File: config.mk
export PLATFORM = sky130hd
export DESIGN_NAME = power_lease_table_core
export DESIGN_NICKNAME = d
export VERILOG_FILES = /design/src/rtl/plt_pkg.sv /design/src/rtl/plt_cell.sv /design/src/rtl/plt_holders.sv /design/src/rtl/power_lease_table_core.sv
export SDC_FILE = /design/constraint.sdc
export NUM_CORES = 2
export LEC_CHECK = 0
export ABC_AREA = 1
export ABC_CLOCK_PERIOD_IN_PS = 21200
export BUFFER_PORTS_ARGS = -buffer_cell sky130_fd_sc_hd__buf_2
export CAP_MARGIN = 20
export CORE_MARGIN = 2
export CORE_UTILIZATION = 65
export CTS_CLUSTER_SIZE = 25
export DETAILED_ROUTE_END_ITERATION = 16
export HOLD_SLACK_MARGIN = 0.03
export PLACE_DENSITY = 0.83
export SETUP_SLACK_MARGIN = 0.05
export SLEW_MARGIN = 20
export SYNTH_ARGS = -nofsm -noshare
export SYNTH_HDL_FRONTEND = slang
export SYNTH_HIERARCHICAL = 1
export SYNTH_SLANG_ARGS = --single-unit
File: constraint.sdc
create_clock -name clk -period 21.2 [get_ports clk]
set_input_delay 2.12 -clock clk [delete_from_list [all_inputs] [get_ports clk]]
set_output_delay 2.12 -clock clk [all_outputs]
set_load 0.01 [all_outputs]
File: src/rtl/plt_pkg.sv
`timescale 1ns / 1ps
// Shared types and constants of the power lease table.
package plt_pkg;

  localparam int CAPACITY_DEF  = 8;
  localparam int SLOT_BITS_DEF = 3;
  localparam int DOMAINS_DEF   = 5;

  localparam int HANDLE_W  = 16;
  localparam int MASK_W    = 5;
  localparam int TIME_W    = 32;
  localparam int QDOM_W    = 3;
  localparam int OUT_CNT_W = 4;

  typedef enum logic [1:0] {
    OP_ACQUIRE = 2'd0,
    OP_RELEASE = 2'd1,
    OP_QUERY   = 2'd2,
    OP_NONE    = 2'd3
  } plt_op_t;

  typedef enum logic [1:0] {
    ERR_NONE       = 2'd0,
    ERR_NO_DOMAINS = 2'd1,
    ERR_EXHAUSTED  = 2'd2,
    ERR_NOT_HELD   = 2'd3
  } plt_err_t;

  typedef enum logic {
    ST_IDLE = 1'b0,
    ST_EXEC = 1'b1
  } plt_state_t;

  typedef struct packed {
    logic [1:0]          opcode;
    logic [MASK_W-1:0]   domain_mask;
    logic [TIME_W-1:0]   deadline_ms;
    logic [HANDLE_W-1:0] handle_in;
    logic [TIME_W-1:0]   now_ms;
    logic [QDOM_W-1:0]   query_domain;
  } plt_in_t;

  typedef struct packed {
    logic [HANDLE_W-1:0]  handle_out;
    logic [1:0]           error_code;
    logic                 accepted;
    logic [MASK_W-1:0]    held_mask;
    logic [MASK_W-1:0]    overdue_mask;
    logic [OUT_CNT_W-1:0] holder_count;
    logic [OUT_CNT_W-1:0] outstanding_count;
  } plt_out_t;

  // Command broadcast to every slot cell.
  typedef struct packed {
    logic                acquire;
    logic                retire;
    logic [MASK_W-1:0]   dmask;
    logic [TIME_W-1:0]   deadline;
    logic [HANDLE_W-1:0] handle;
    logic [TIME_W-1:0]   now;
  } plt_cmd_t;

  // Data handed from one slot cell to the next one up the row.
  typedef struct packed {
    logic                found;     // a lower slot is free
    logic                hit;       // some cell took the acquire or release
    logic [HANDLE_W-1:0] handle;    // handle of the new lease
    logic [MASK_W-1:0]   rel_doms;  // domains of the released lease
    logic [MASK_W-1:0]   overdue;   // overdue domains so far
  } plt_link_t;

endpackage

File: src/rtl/plt_cell.sv
`timescale 1ns / 1ps
// One lease slot of the table: generation, domains and deadline.
module plt_cell #(
  parameter int SLOT_BITS = plt_pkg::SLOT_BITS_DEF,
  parameter int IDX       = 0
) (
  input  logic                clk,
  input  logic                rst_n,
  input  logic                commit,
  input  plt_pkg::plt_cmd_t   cmd,
  input  plt_pkg::plt_link_t  link_in,
  output plt_pkg::plt_link_t  link_out,
  output logic                act
);

  localparam int GEN_W = plt_pkg::HANDLE_W - SLOT_BITS;

  logic [GEN_W-1:0]              live_gen_r, live_gen_nxt;
  logic [GEN_W-1:0]              last_gen_r, last_gen_nxt;
  logic [plt_pkg::MASK_W-1:0]    dom_r, dom_nxt;
  logic [plt_pkg::TIME_W-1:0]    dl_r, dl_nxt;

  logic                          is_free;
  logic                          pick;
  logic                          release_hit;
  logic [GEN_W-1:0]              rel_gen;
  logic [SLOT_BITS-1:0]          rel_slot;
  logic [GEN_W-1:0]              gen_inc;
  logic [plt_pkg::MASK_W-1:0]    overdue;

  always_comb begin
    is_free  = (live_gen_r == '0);
    pick     = cmd.acquire && !link_in.found && is_free;
    rel_gen  = cmd.handle[plt_pkg::HANDLE_W-1:SLOT_BITS];
    rel_slot = cmd.handle[SLOT_BITS-1:0];
    release_hit = cmd.retire && (rel_slot == SLOT_BITS'(IDX)) &&
                  (rel_gen != '0) && (live_gen_r == rel_gen);
    // skip generation 0 on wrap
    gen_inc = (last_gen_r == '1) ? GEN_W'(1) : last_gen_r + GEN_W'(1);

    live_gen_nxt = live_gen_r;
    last_gen_nxt = last_gen_r;
    dom_nxt      = dom_r;
    dl_nxt       = dl_r;
    if (pick) begin
      live_gen_nxt = gen_inc;
      last_gen_nxt = gen_inc;
      dom_nxt      = cmd.dmask;
      dl_nxt       = cmd.deadline;
    end else if (release_hit) begin
      live_gen_nxt = '0;
    end

    overdue = ((live_gen_nxt != '0) && (dl_nxt != '0) && (cmd.now > dl_nxt)) ?
              dom_nxt : '0;

    link_out.found    = link_in.found | is_free;
    link_out.hit      = link_in.hit | pick | release_hit;
    link_out.handle   = link_in.handle | (pick ? {gen_inc, SLOT_BITS'(IDX)} : '0);
    link_out.rel_doms = link_in.rel_doms | (release_hit ? dom_r : '0);
    link_out.overdue  = link_in.overdue | overdue;
    act               = pick | release_hit;
  end

  always_ff @(posedge clk) begin
    if (!rst_n) begin
      live_gen_r <= '0;
      last_gen_r <= '0;
    end else if (commit) begin
      live_gen_r <= live_gen_nxt;
      last_gen_r <= last_gen_nxt;
    end
  end

  always_ff @(posedge clk) begin
    if (commit) begin
      dom_r <= dom_nxt;
      dl_r  <= dl_nxt;
    end
  end

endmodule

File: src/rtl/plt_holders.sv
`timescale 1ns / 1ps
// Per-domain holder counters with held mask and queried count.
module plt_holders #(
  parameter int HOLDERS = plt_pkg::MASK_W,
  parameter int CNT_W   = 4
) (
  input  logic                          clk,
  input  logic                          rst_n,
  input  logic                          commit,
  input  logic [plt_pkg::MASK_W-1:0]    inc_mask,
  input  logic [plt_pkg::MASK_W-1:0]    dec_mask,
  input  logic [plt_pkg::QDOM_W-1:0]    qdom,
  output logic [plt_pkg::MASK_W-1:0]    held_nxt,
  output logic [CNT_W-1:0]              count_nxt
);

  logic [CNT_W-1:0] cnt_r   [HOLDERS];
  logic [CNT_W-1:0] cnt_nxt [HOLDERS];

  always_comb begin
    held_nxt  = '0;
    count_nxt = '0;
    for (int d = 0; d < HOLDERS; d++) begin
      cnt_nxt[d] = cnt_r[d];
      if (inc_mask[d]) begin
        cnt_nxt[d] = cnt_r[d] + CNT_W'(1);
      end else if (dec_mask[d] && (cnt_r[d] != '0)) begin
        // floor at zero
        cnt_nxt[d] = cnt_r[d] - CNT_W'(1);
      end
      held_nxt[d] = (cnt_nxt[d] != '0);
      if (qdom == plt_pkg::QDOM_W'(d)) begin
        count_nxt = cnt_nxt[d];
      end
    end
  end

  always_ff @(posedge clk) begin
    if (!rst_n) begin
      for (int d = 0; d < HOLDERS; d++) begin
        cnt_r[d] <= '0;
      end
    end else if (commit) begin
      for (int d = 0; d < HOLDERS; d++) begin
        cnt_r[d] <= cnt_nxt[d];
      end
    end
  end

endmodule

File: src/rtl/power_lease_table_core.sv
`timescale 1ns / 1ps
// Top level of the power lease table: slot cell row, holder counters, control.
//
// Usage
//   in_valid/in_stall/in_data carry one request beat (acquire, release or
//   query). out_valid/out_stall/out_data carry exactly one result beat per
//   request, in request order. A beat moves at a rising edge with valid high
//   and stall low.
//   A request is captured at one edge; at a later edge with the output free
//   it is committed to the slot cells and its result loaded into the output
//   register. No new request is taken while one is held: in_stall stays high
//   from capture until commit.
//   The slot row is a chain of CAPACITY cells; the lowest free slot, the
//   released lease's domains and the overdue mask ripple up the row, and each
//   cell updates its own generation, domains and deadline at the commit edge.
//   While the result register holds an untaken beat and out_stall is high, the
//   pending request waits and in_stall stays high; no beat is dropped.
//   Reset (rst_n low, synchronous) frees every slot, clears all generations,
//   holder counts and the lease count, and empties the output register.
module power_lease_table_core #(
  parameter int CAPACITY  = plt_pkg::CAPACITY_DEF,
  parameter int SLOT_BITS = plt_pkg::SLOT_BITS_DEF,
  parameter int DOMAINS   = plt_pkg::DOMAINS_DEF
) (
  input  logic              clk,
  input  logic              rst_n,
  input  logic              in_valid,
  output logic              in_stall,
  input  plt_pkg::plt_in_t  in_data,
  output logic              out_valid,
  input  logic              out_stall,
  output plt_pkg::plt_out_t out_data
);

  localparam int CNT_W   = $clog2(CAPACITY + 1);
  localparam int HOLDERS = (DOMAINS < plt_pkg::MASK_W) ? DOMAINS : plt_pkg::MASK_W;
  localparam logic [plt_pkg::MASK_W-1:0] DOM_VALID =
    (DOMAINS >= plt_pkg::MASK_W) ? '1 : plt_pkg::MASK_W'((1 << HOLDERS) - 1);

  plt_pkg::plt_state_t state_r, state_nxt;
  plt_pkg::plt_in_t    item_r;
  plt_pkg::plt_out_t   out_data_r, out_data_nxt;
  logic                out_valid_r, out_valid_nxt;
  logic [CNT_W-1:0]    live_r, live_nxt;

  logic                out_free;
  logic                commit;
  logic                in_take;
  plt_pkg::plt_cmd_t   cmd;
  plt_pkg::plt_link_t  link [CAPACITY+1];
  logic [CAPACITY-1:0] cell_act;
  logic [plt_pkg::MASK_W-1:0] dmask_m;
  logic [plt_pkg::MASK_W-1:0] inc_mask;
  logic [plt_pkg::MASK_W-1:0] held_nxt;
  logic [CNT_W-1:0]    count_nxt;
  logic                acq_ok;
  logic                rel_ok;
  logic [1:0]          err;

  assign out_free = !out_valid_r || !out_stall;
  assign in_take  = in_valid && !in_stall;

  // Next state
  always_comb begin
    state_nxt = state_r;
    case (state_r)
      plt_pkg::ST_IDLE: begin
        if (in_valid) state_nxt = plt_pkg::ST_EXEC;
      end
      plt_pkg::ST_EXEC: begin
        if (out_free) state_nxt = plt_pkg::ST_IDLE;
      end
      default: state_nxt = plt_pkg::ST_IDLE;
    endcase
  end

  // State outputs
  always_comb begin
    in_stall = 1'b1;
    commit   = 1'b0;
    case (state_r)
      plt_pkg::ST_IDLE: in_stall = 1'b0;
      plt_pkg::ST_EXEC: commit   = out_free;
      default: begin
        in_stall = 1'b1;
        commit   = 1'b0;
      end
    endcase
  end

  // Broadcast the held request to the cell row
  always_comb begin
    dmask_m      = item_r.domain_mask & DOM_VALID;
    cmd.acquire  = (item_r.opcode == plt_pkg::OP_ACQUIRE) && (dmask_m != '0);
    cmd.retire   = (item_r.opcode == plt_pkg::OP_RELEASE);
    cmd.dmask    = dmask_m;
    cmd.deadline = item_r.deadline_ms;
    cmd.handle   = item_r.handle_in;
    cmd.now      = item_r.now_ms;
  end

  assign link[0] = '0;

  for (genvar s = 0; s < CAPACITY; s++) begin : g_cell
    plt_cell #(
      .SLOT_BITS (SLOT_BITS),
      .IDX       (s)
    ) u_cell (
      .clk      (clk),
      .rst_n    (rst_n),
      .commit   (commit),
      .cmd      (cmd),
      .link_in  (link[s]),
      .link_out (link[s+1]),
      .act      (cell_act[s])
    );
  end

  assign acq_ok   = cmd.acquire && link[CAPACITY].found;
  assign rel_ok   = cmd.retire && link[CAPACITY].hit;
  assign inc_mask = acq_ok ? dmask_m : '0;

  plt_holders #(
    .HOLDERS (HOLDERS),
    .CNT_W   (CNT_W)
  ) u_holders (
    .clk      (clk),
    .rst_n    (rst_n),
    .commit   (commit),
    .inc_mask (inc_mask),
    .dec_mask (link[CAPACITY].rel_doms),
    .qdom     (item_r.query_domain),
    .held_nxt (held_nxt),
    .count_nxt(count_nxt)
  );

  // Error code, lease count, result beat and output valid
  always_comb begin
    err = plt_pkg::ERR_NONE;
    case (item_r.opcode)
      plt_pkg::OP_ACQUIRE: begin
        if (dmask_m == '0) begin
          err = plt_pkg::ERR_NO_DOMAINS;
        end else if (!link[CAPACITY].found) begin
          err = plt_pkg::ERR_EXHAUSTED;
        end
      end
      plt_pkg::OP_RELEASE: begin
        if (!link[CAPACITY].hit) err = plt_pkg::ERR_NOT_HELD;
      end
      default: err = plt_pkg::ERR_NONE;
    endcase

    live_nxt = live_r;
    if (acq_ok) begin
      live_nxt = live_r + CNT_W'(1);
    end else if (rel_ok && (live_r != '0)) begin
      live_nxt = live_r - CNT_W'(1);
    end

    out_data_nxt.handle_out        = link[CAPACITY].handle;
    out_data_nxt.error_code        = err;
    out_data_nxt.accepted          = acq_ok || rel_ok;
    out_data_nxt.held_mask         = held_nxt;
    out_data_nxt.overdue_mask      = link[CAPACITY].overdue;
    out_data_nxt.holder_count      = plt_pkg::OUT_CNT_W'(count_nxt);
    out_data_nxt.outstanding_count = plt_pkg::OUT_CNT_W'(live_nxt);

    out_valid_nxt = out_valid_r;
    if (commit) begin
      out_valid_nxt = 1'b1;
    end else if (!out_stall) begin
      out_valid_nxt = 1'b0;
    end
  end

  always_ff @(posedge clk) begin
    if (!rst_n) begin
      state_r     <= plt_pkg::ST_IDLE;
      out_valid_r <= 1'b0;
      live_r      <= '0;
    end else begin
      state_r     <= state_nxt;
      out_valid_r <= out_valid_nxt;
      if (commit) live_r <= live_nxt;
    end
  end

  // Hold the request through execution; load the result beat on commit
  always_ff @(posedge clk) begin
    if (!rst_n) begin
      item_r <= '0;
    end else if (in_take) begin
      item_r <= in_data;
    end
    if (commit) out_data_r <= out_data_nxt;
  end

  assign out_valid = out_valid_r;
  assign out_data  = out_data_r;

  // Lease count never exceeds the slot count
  a_live_bound: assert property (@(posedge clk) disable iff (!rst_n)
    live_r <= CNT_W'(CAPACITY))
    else $error("lease count above capacity");

  // At most one cell acts on a request
  a_one_cell: assert property (@(posedge clk) disable iff (!rst_n)
    $onehot0(cell_act))
    else $error("more than one slot cell acted");

  // A successful acquire adds exactly one lease
  a_acq_count: assert property (@(posedge clk) disable iff (!rst_n)
    commit && acq_ok |=> live_r == $past(live_r) + CNT_W'(1))
    else $error("acquire did not add one lease");

  // With no live lease nothing is held or overdue
  a_empty_masks: assert property (@(posedge clk) disable iff (!rst_n)
    out_valid_r && (out_data_r.outstanding_count == '0) && (CAPACITY < 16) |->
      (out_data_r.held_mask == '0) && (out_data_r.overdue_mask == '0))
    else $error("masks set with no live lease");

  // A taken request is held in the execute state with in_stall high
  a_commit_after_take: assert property (@(posedge clk) disable iff (!rst_n)
    in_take |=> state_r == plt_pkg::ST_EXEC && !in_stall == 1'b0)
    else $error("request not held for execution");

endmodule
**Yosys cells after proc, flatten, opt, wreduce, memory -nomap -nowiden**

Memory sizes are Yosys's and may differ from the RTL's.
Cells that the tools add are included.
Widths: inputs -> output; s select.

- Bits in registers: 637
- RAM bits: 20
- Output and inout port bits: 39
- Memories kept: 1

- Add/subtract/negate cells: 20
- Order comparisons: 8
- Eq/ne operators: 29
- Mux-type cells: 102
- Bitwise gates (word level): 49
- Reductions and logical operators: 125

Memory list:

| name | words | width | read ports | clocked after memory_dff | wr ports | line | RTL |
|---|---|---|---|---|---|---|---|
| u_holders.cnt_r | 5 | 4 | 5 | 0 | 5 | plt_holders.sv:17 | `logic [CNT_W-1:0] cnt_r [HOLDERS];` |

Operators by type and width:

| operator | number |
|---|---|
| $mux 13 | 24 |
| $gt 32x32->1 | 8 |
| $mux 32 | 8 |
| $reduce_bool 32->1 | 8 |
| $mux 16 | 8 |
| $mux 5 | 25 |
| $reduce_bool 13->1 | 9 |
| $or 16x16->16 | 7 |
| $add 13x1->13 const B | 8 |
| $eq 13x13->1 | 8 |
| $eq 13x13->1 const B | 8 |
| $logic_not 13->1 | 8 |
| $mux 4 | 22 |
| $or 5x5->5 | 14 |
| $logic_and 1x1->1 | 65 |
| $reduce_bool 4->1 | 11 |
| $or 1x1->1 | 27 |
| $add 4x1->4 const B | 6 |
| $sub 4x1->4 const B | 6 |
| $reduce_and 2->1 | 8 |
| $eq 3x3->1 const B | 5 |
| $eq 3x2->1 const B | 4 |
| $mux 1 | 10 |
| $logic_not 1->1 | 9 |
| other kinds (12) | 17 |

**Logic depth before layout (Yosys ltp)**

- Depth in word-level cells: 23
- Depth in mapped cells: 38

**Cells and area by module**

The synthesis kept the hierarchy.

Modules (own cells, without submodules):

| module | times used | cells an instance | area each (µm²) |
|---|---|---|---|
| plt_cell at g_cell[3].u_cell ... | 3 | 705 | 4760.8 |
| plt_cell at g_cell[1].u_cell ... | 2 | 704 | 4819.6 |
| plt_cell at g_cell[7].u_cell | 1 | 703 | 4779.6 |
| power_lease_table_core | 1 | 517 | 4767.1 |
| plt_cell at g_cell[2].u_cell | 1 | 701 | 4757.1 |
| plt_cell at g_cell[0].u_cell | 1 | 696 | 4742.0 |
| plt_holders | 1 | 256 | 1803.0 |

**Worst setup path after synthesis**

OpenSTA, ideal clock, no wires.

- Path kind: input -> register
- Start point: input port out_stall
- End point: register g_cell[2].u_cell.last_gen_r[11]
- Library setup time: 0.086 ns
- Arrival time: 11.411 ns
- Data required time: 21.114 ns
- Setup slack: 9.703 ns
- Stages on the path: 8
- Buffers on the path: 1
- Cell sequence: nand2_1 -> nand2_1 -> inv_1 -> inv_1 -> nor2_2 -> inv_1 -> clkbuf_1 -> a211oi_1

- Cells in the longest elaborated chain, start to end: 4

RTL lines:

| what | line | RTL |
|---|---|---|
| from (decl) | power_lease_table_core.sv:31 | `input logic out_stall,` |
| $logic_not 1->1 | - |  |
| $logic_or 1x1->1 | power_lease_table_core.sv:60 | `assign out_free = !out_valid_r \|\| !out_stall;` |
| $mux 1 | power_lease_table_core.sv:81 | `case (state_r)` |
| named net commit | power_lease_table_core.sv:47 | `logic commit;` |
| $reduce_and 2->1 (no line) | - |  |
| to (signal assigned) | plt_cell.sv:71 | `last_gen_r <= last_gen_nxt;` |
| to (decl) | plt_cell.sv:19 | `logic [GEN_W-1:0] last_gen_r, last_gen_nxt;` |

The timed path passes the listed nets, and every way through them passes these cells.
A chain may end at the register's enable or synchronous reset.

==> flow_summary_export.csv <==
group,metric,value,unit
outcome,status,"finished clean",
detailed_routing,ant_nets,0,
clock_tree,clock_path_buffers,3,
final_layout,fin_nets,6858,
logic_synthesis,synthArstFlopShare,0,
logic_synthesis,synth_seq_cells,657,
placed_design,gp_congestion,0.983,
power,p_switching,1280,uW
logic_synthesis,synthTopCellsByArea,"edfxtp_1 24%, nand2_1 15%, dfxtp_1 14%, inv_1 8.9%, ha_1 7.7%",
critical_path,slowest_stage,"nor2_2",
power,seqPwrFrac,0.415,
sta,tns,0,ns
floorplanning,coreArea,0.0683,mm^2
final_layout,finish.utilization,0.708,
clock_tree,cts.hold.buffers_added,0,
clock_tree,cts_inserted_buffers,74,
grt,gr-total-overflow,0,
power,netSwitchingFraction,0.344,
final_layout,design_area,0.0484,mm^2
detailed_routing,post_drt_wl_per_cell,19.4,um
power,power.share.combinational,0.237,
floorplanning,rows,96,
critical_path,startpoint_type,"flop",
sta,fmax,160,MHz
sta,slew_violations,0,
detailed_routing,vias,43500,
sta,tightest_slew,1.18,ns
grt,antenna_found_initial,1,
run,drv_cap,0,
critical_path,r2r_setup_slack,14.96,ns
logic_synthesis,synth_ff_type,"edfxtp_1",
floorplanning,die_h,266,um
critical_path,arrival,6.74,ns
detailed_routing,drc_errors,0,
grt,grt_pass1_wl,221000,um
sta,setup_viol,0,
power,p_int,2450,uW
critical_path,crit_top_cell,"nand2_1",
clock_tree,clkTransAtPathRegs,0.06,ns
power,power.share.clock,0.348,
grt,grt_pass1_vias,40700,
clock_tree,clockRootBuffer,"clkbuf_16",
final_layout,diodes,0,
logic_synthesis,ys_warn_count,6,
logic_synthesis,yosysMostFrequentCell,"nand2_1",
grt,grt_start_max_net_pins,174,
detailed_routing,drtIter0Drc,5746,
placed_design,dp_hpwl,98700,um
clock_tree,cts_tree,"yes",
critical_path,critical_path_class,"flop to flop",
clock_tree,cts_resized,0,
clock_tree,htreeDepth,3,
sta,clock_skew,0.0283,ns
logic_synthesis,synth_common_cells,"1,798 x nand2_1, 1,064 x inv_1, 737 x nor2_1, 353 x edfxtp_1, 332 x a21oi_1",
clock_tree,clk_latency,0.64,ns
critical_path,crit_path_end_kind,"flop",
logic_synthesis,synth_seq_area_share,0.373,
critical_path,required,21.70,ns
floorplanning,start_util,0.655,
sta,final-hold-violation-count,0,
logic_synthesis,yosys.area.top_type,"edfxtp_1",
critical_path,path_max_fanout,44,
power,vdd_drop_max,63.5,uV
placed_design,portBuffers,132,
floorplanning,die_area,0.0710,mm^2
sta,maxSlewHeadroom,0.205,
logic_synthesis,syn_avg_cell_area,7.00,um^2
sta,grt_setup_unrepaired,"false",
clock_tree,post_cts_buffers,0,
placed_design,place_area,0.0460,mm^2
critical_path,crit_path_max_incr_delay,0.82,ns
power,leakage,0.0236,uW
sta,min_period,6.24,ns
floorplanning,die_w,266,um
clock_tree,numClockSinks,657,
sta,period_share,0.294,
detailed_routing,vias_per_cell,5.86,
final_layout,final_layout_size_suffix_gt1_frac,0.0827,
detailed_routing,wirelength,144000,um
logic_synthesis,yosysTopAreaCellShare,0.237,
logic_synthesis,synth_edf_count,353,
floorplanning,io_pins,133,
power,powerDensity,77.1,mW/mm^2
logic_synthesis,synthesis.area,0.0448,mm^2
detailed_routing,drt-pass1-iter-count,6,
logic_synthesis,synthCells,6396,
grt,grt_use_total,0.399,
final_layout,area_growth,8.14,%
logic_synthesis,ys_types,46,
hold_path,hold_path.class,"flop to flop",
==> flip-flops by register name, indices dropped and copies added, names as in the netlist <==
signal / cells
cmd: 80
dmask_m: 5
g_cell.u_cell/dl_r: 256
g_cell.u_cell/dom_r: 40
g_cell.u_cell/last_gen_r: 104
g_cell.u_cell/live_gen_r: 104
item_r: 5
live_r: 4
out_data: 37
out_valid: 1
state_r: 1
u_holders/cnt_r: 20
==> per-layer routing <==
layer | part of all wire | GRT usage | vias up
li1 | - | - | 20700
met1 | 0.38 | 0.500 | 19700
met5 | 0.000069 | 0 | -
met2 | 0.44 | 0.624 | 2546
met4 | 0.077 | 0.275 | 2
met3 | 0.11 | 0.0773 | 573
==> final cells by class <==
cell class,instances,area (um^2)
Fill cell,5666,19900
Clock inverter,30,215
Multi-Input combinational cell,4471,23000
Tap cell,882,1100
Clock buffer,102,2200
Timing Repair Buffer,177,1010
Inverter,1107,4160
Sequential cell,657,16700
==> metrics by stage <==
stage	std cells	hold WS (ns)	setup slack [ns]	power (uW)
2_1_floorplan	6424	0.445	9.70	2150
3_3_place_gp	7294	0.455	14.69	2390
4_1_cts	7426	0.477	15.18	3700
3_5_place_dp	7294	0.467	14.55	2410
5_1_grt	7426	0.495	14.50	3880
6_report	7426	0.479	14.96	3730
==> kinds of logic after synthesis <==
logic type               synth area share
flip-flops                          0.373
AND/OR/NAND/NOR                     0.317
XOR/XNOR                           0.0146
AO/OA/AOI/OAI                       0.103
other                           0.0000838
adder cells (fa/ha/maj)            0.0771
buffers and inverters               0.115
==> worst max-delay path, delay by kind of cell, from the launching register on <==
kind / cells / cell delay [ns]
flip-flops: 1 / 0.68
AND/OR/NAND/NOR: 22 / 3.79
adder cells (fa/ha/maj): 1 / 0.30
AO/OA/AOI/OAI: 1 / 0.38
buffers and inverters: 10 / 0.92
==> power by group through the flow <==
stage	Sequential, uW	Combinational, uW	Clock, uW
3_5_place_dp	1570	845	0
2_1_floorplan	1550	609	0
6_report	1550	883	1300
4_1_cts	1540	853	1310
3_3_place_gp	1570	821	0
5_1_grt	1550	972	1360
==> cells in the final DEF, fill, tap and decap left out, drive strengths merged, types with 177 or more instances in the layout <==
cell	instances
a21oi	332
buf	177
dfxtp	304
edfxtp	353
ha	276
inv	1099
nand2	1820
nand3	222
nand4	281
nor2	788
o21ai	345
==> path summary, 6_finish.rpt <==
check,start,to,cells past startpoint
min,g_cell[7].u_cell/last_gen_r[11],g_cell[7].u_cell/last_gen_r[11],2
min reg2reg,g_cell[7].u_cell/last_gen_r[11],g_cell[7].u_cell/last_gen_r[11],2
max reg2reg,dmask_m[2],out_data[12],34
max,dmask_m[2],out_data[12],34
Power figures use the tool's default switching activity.
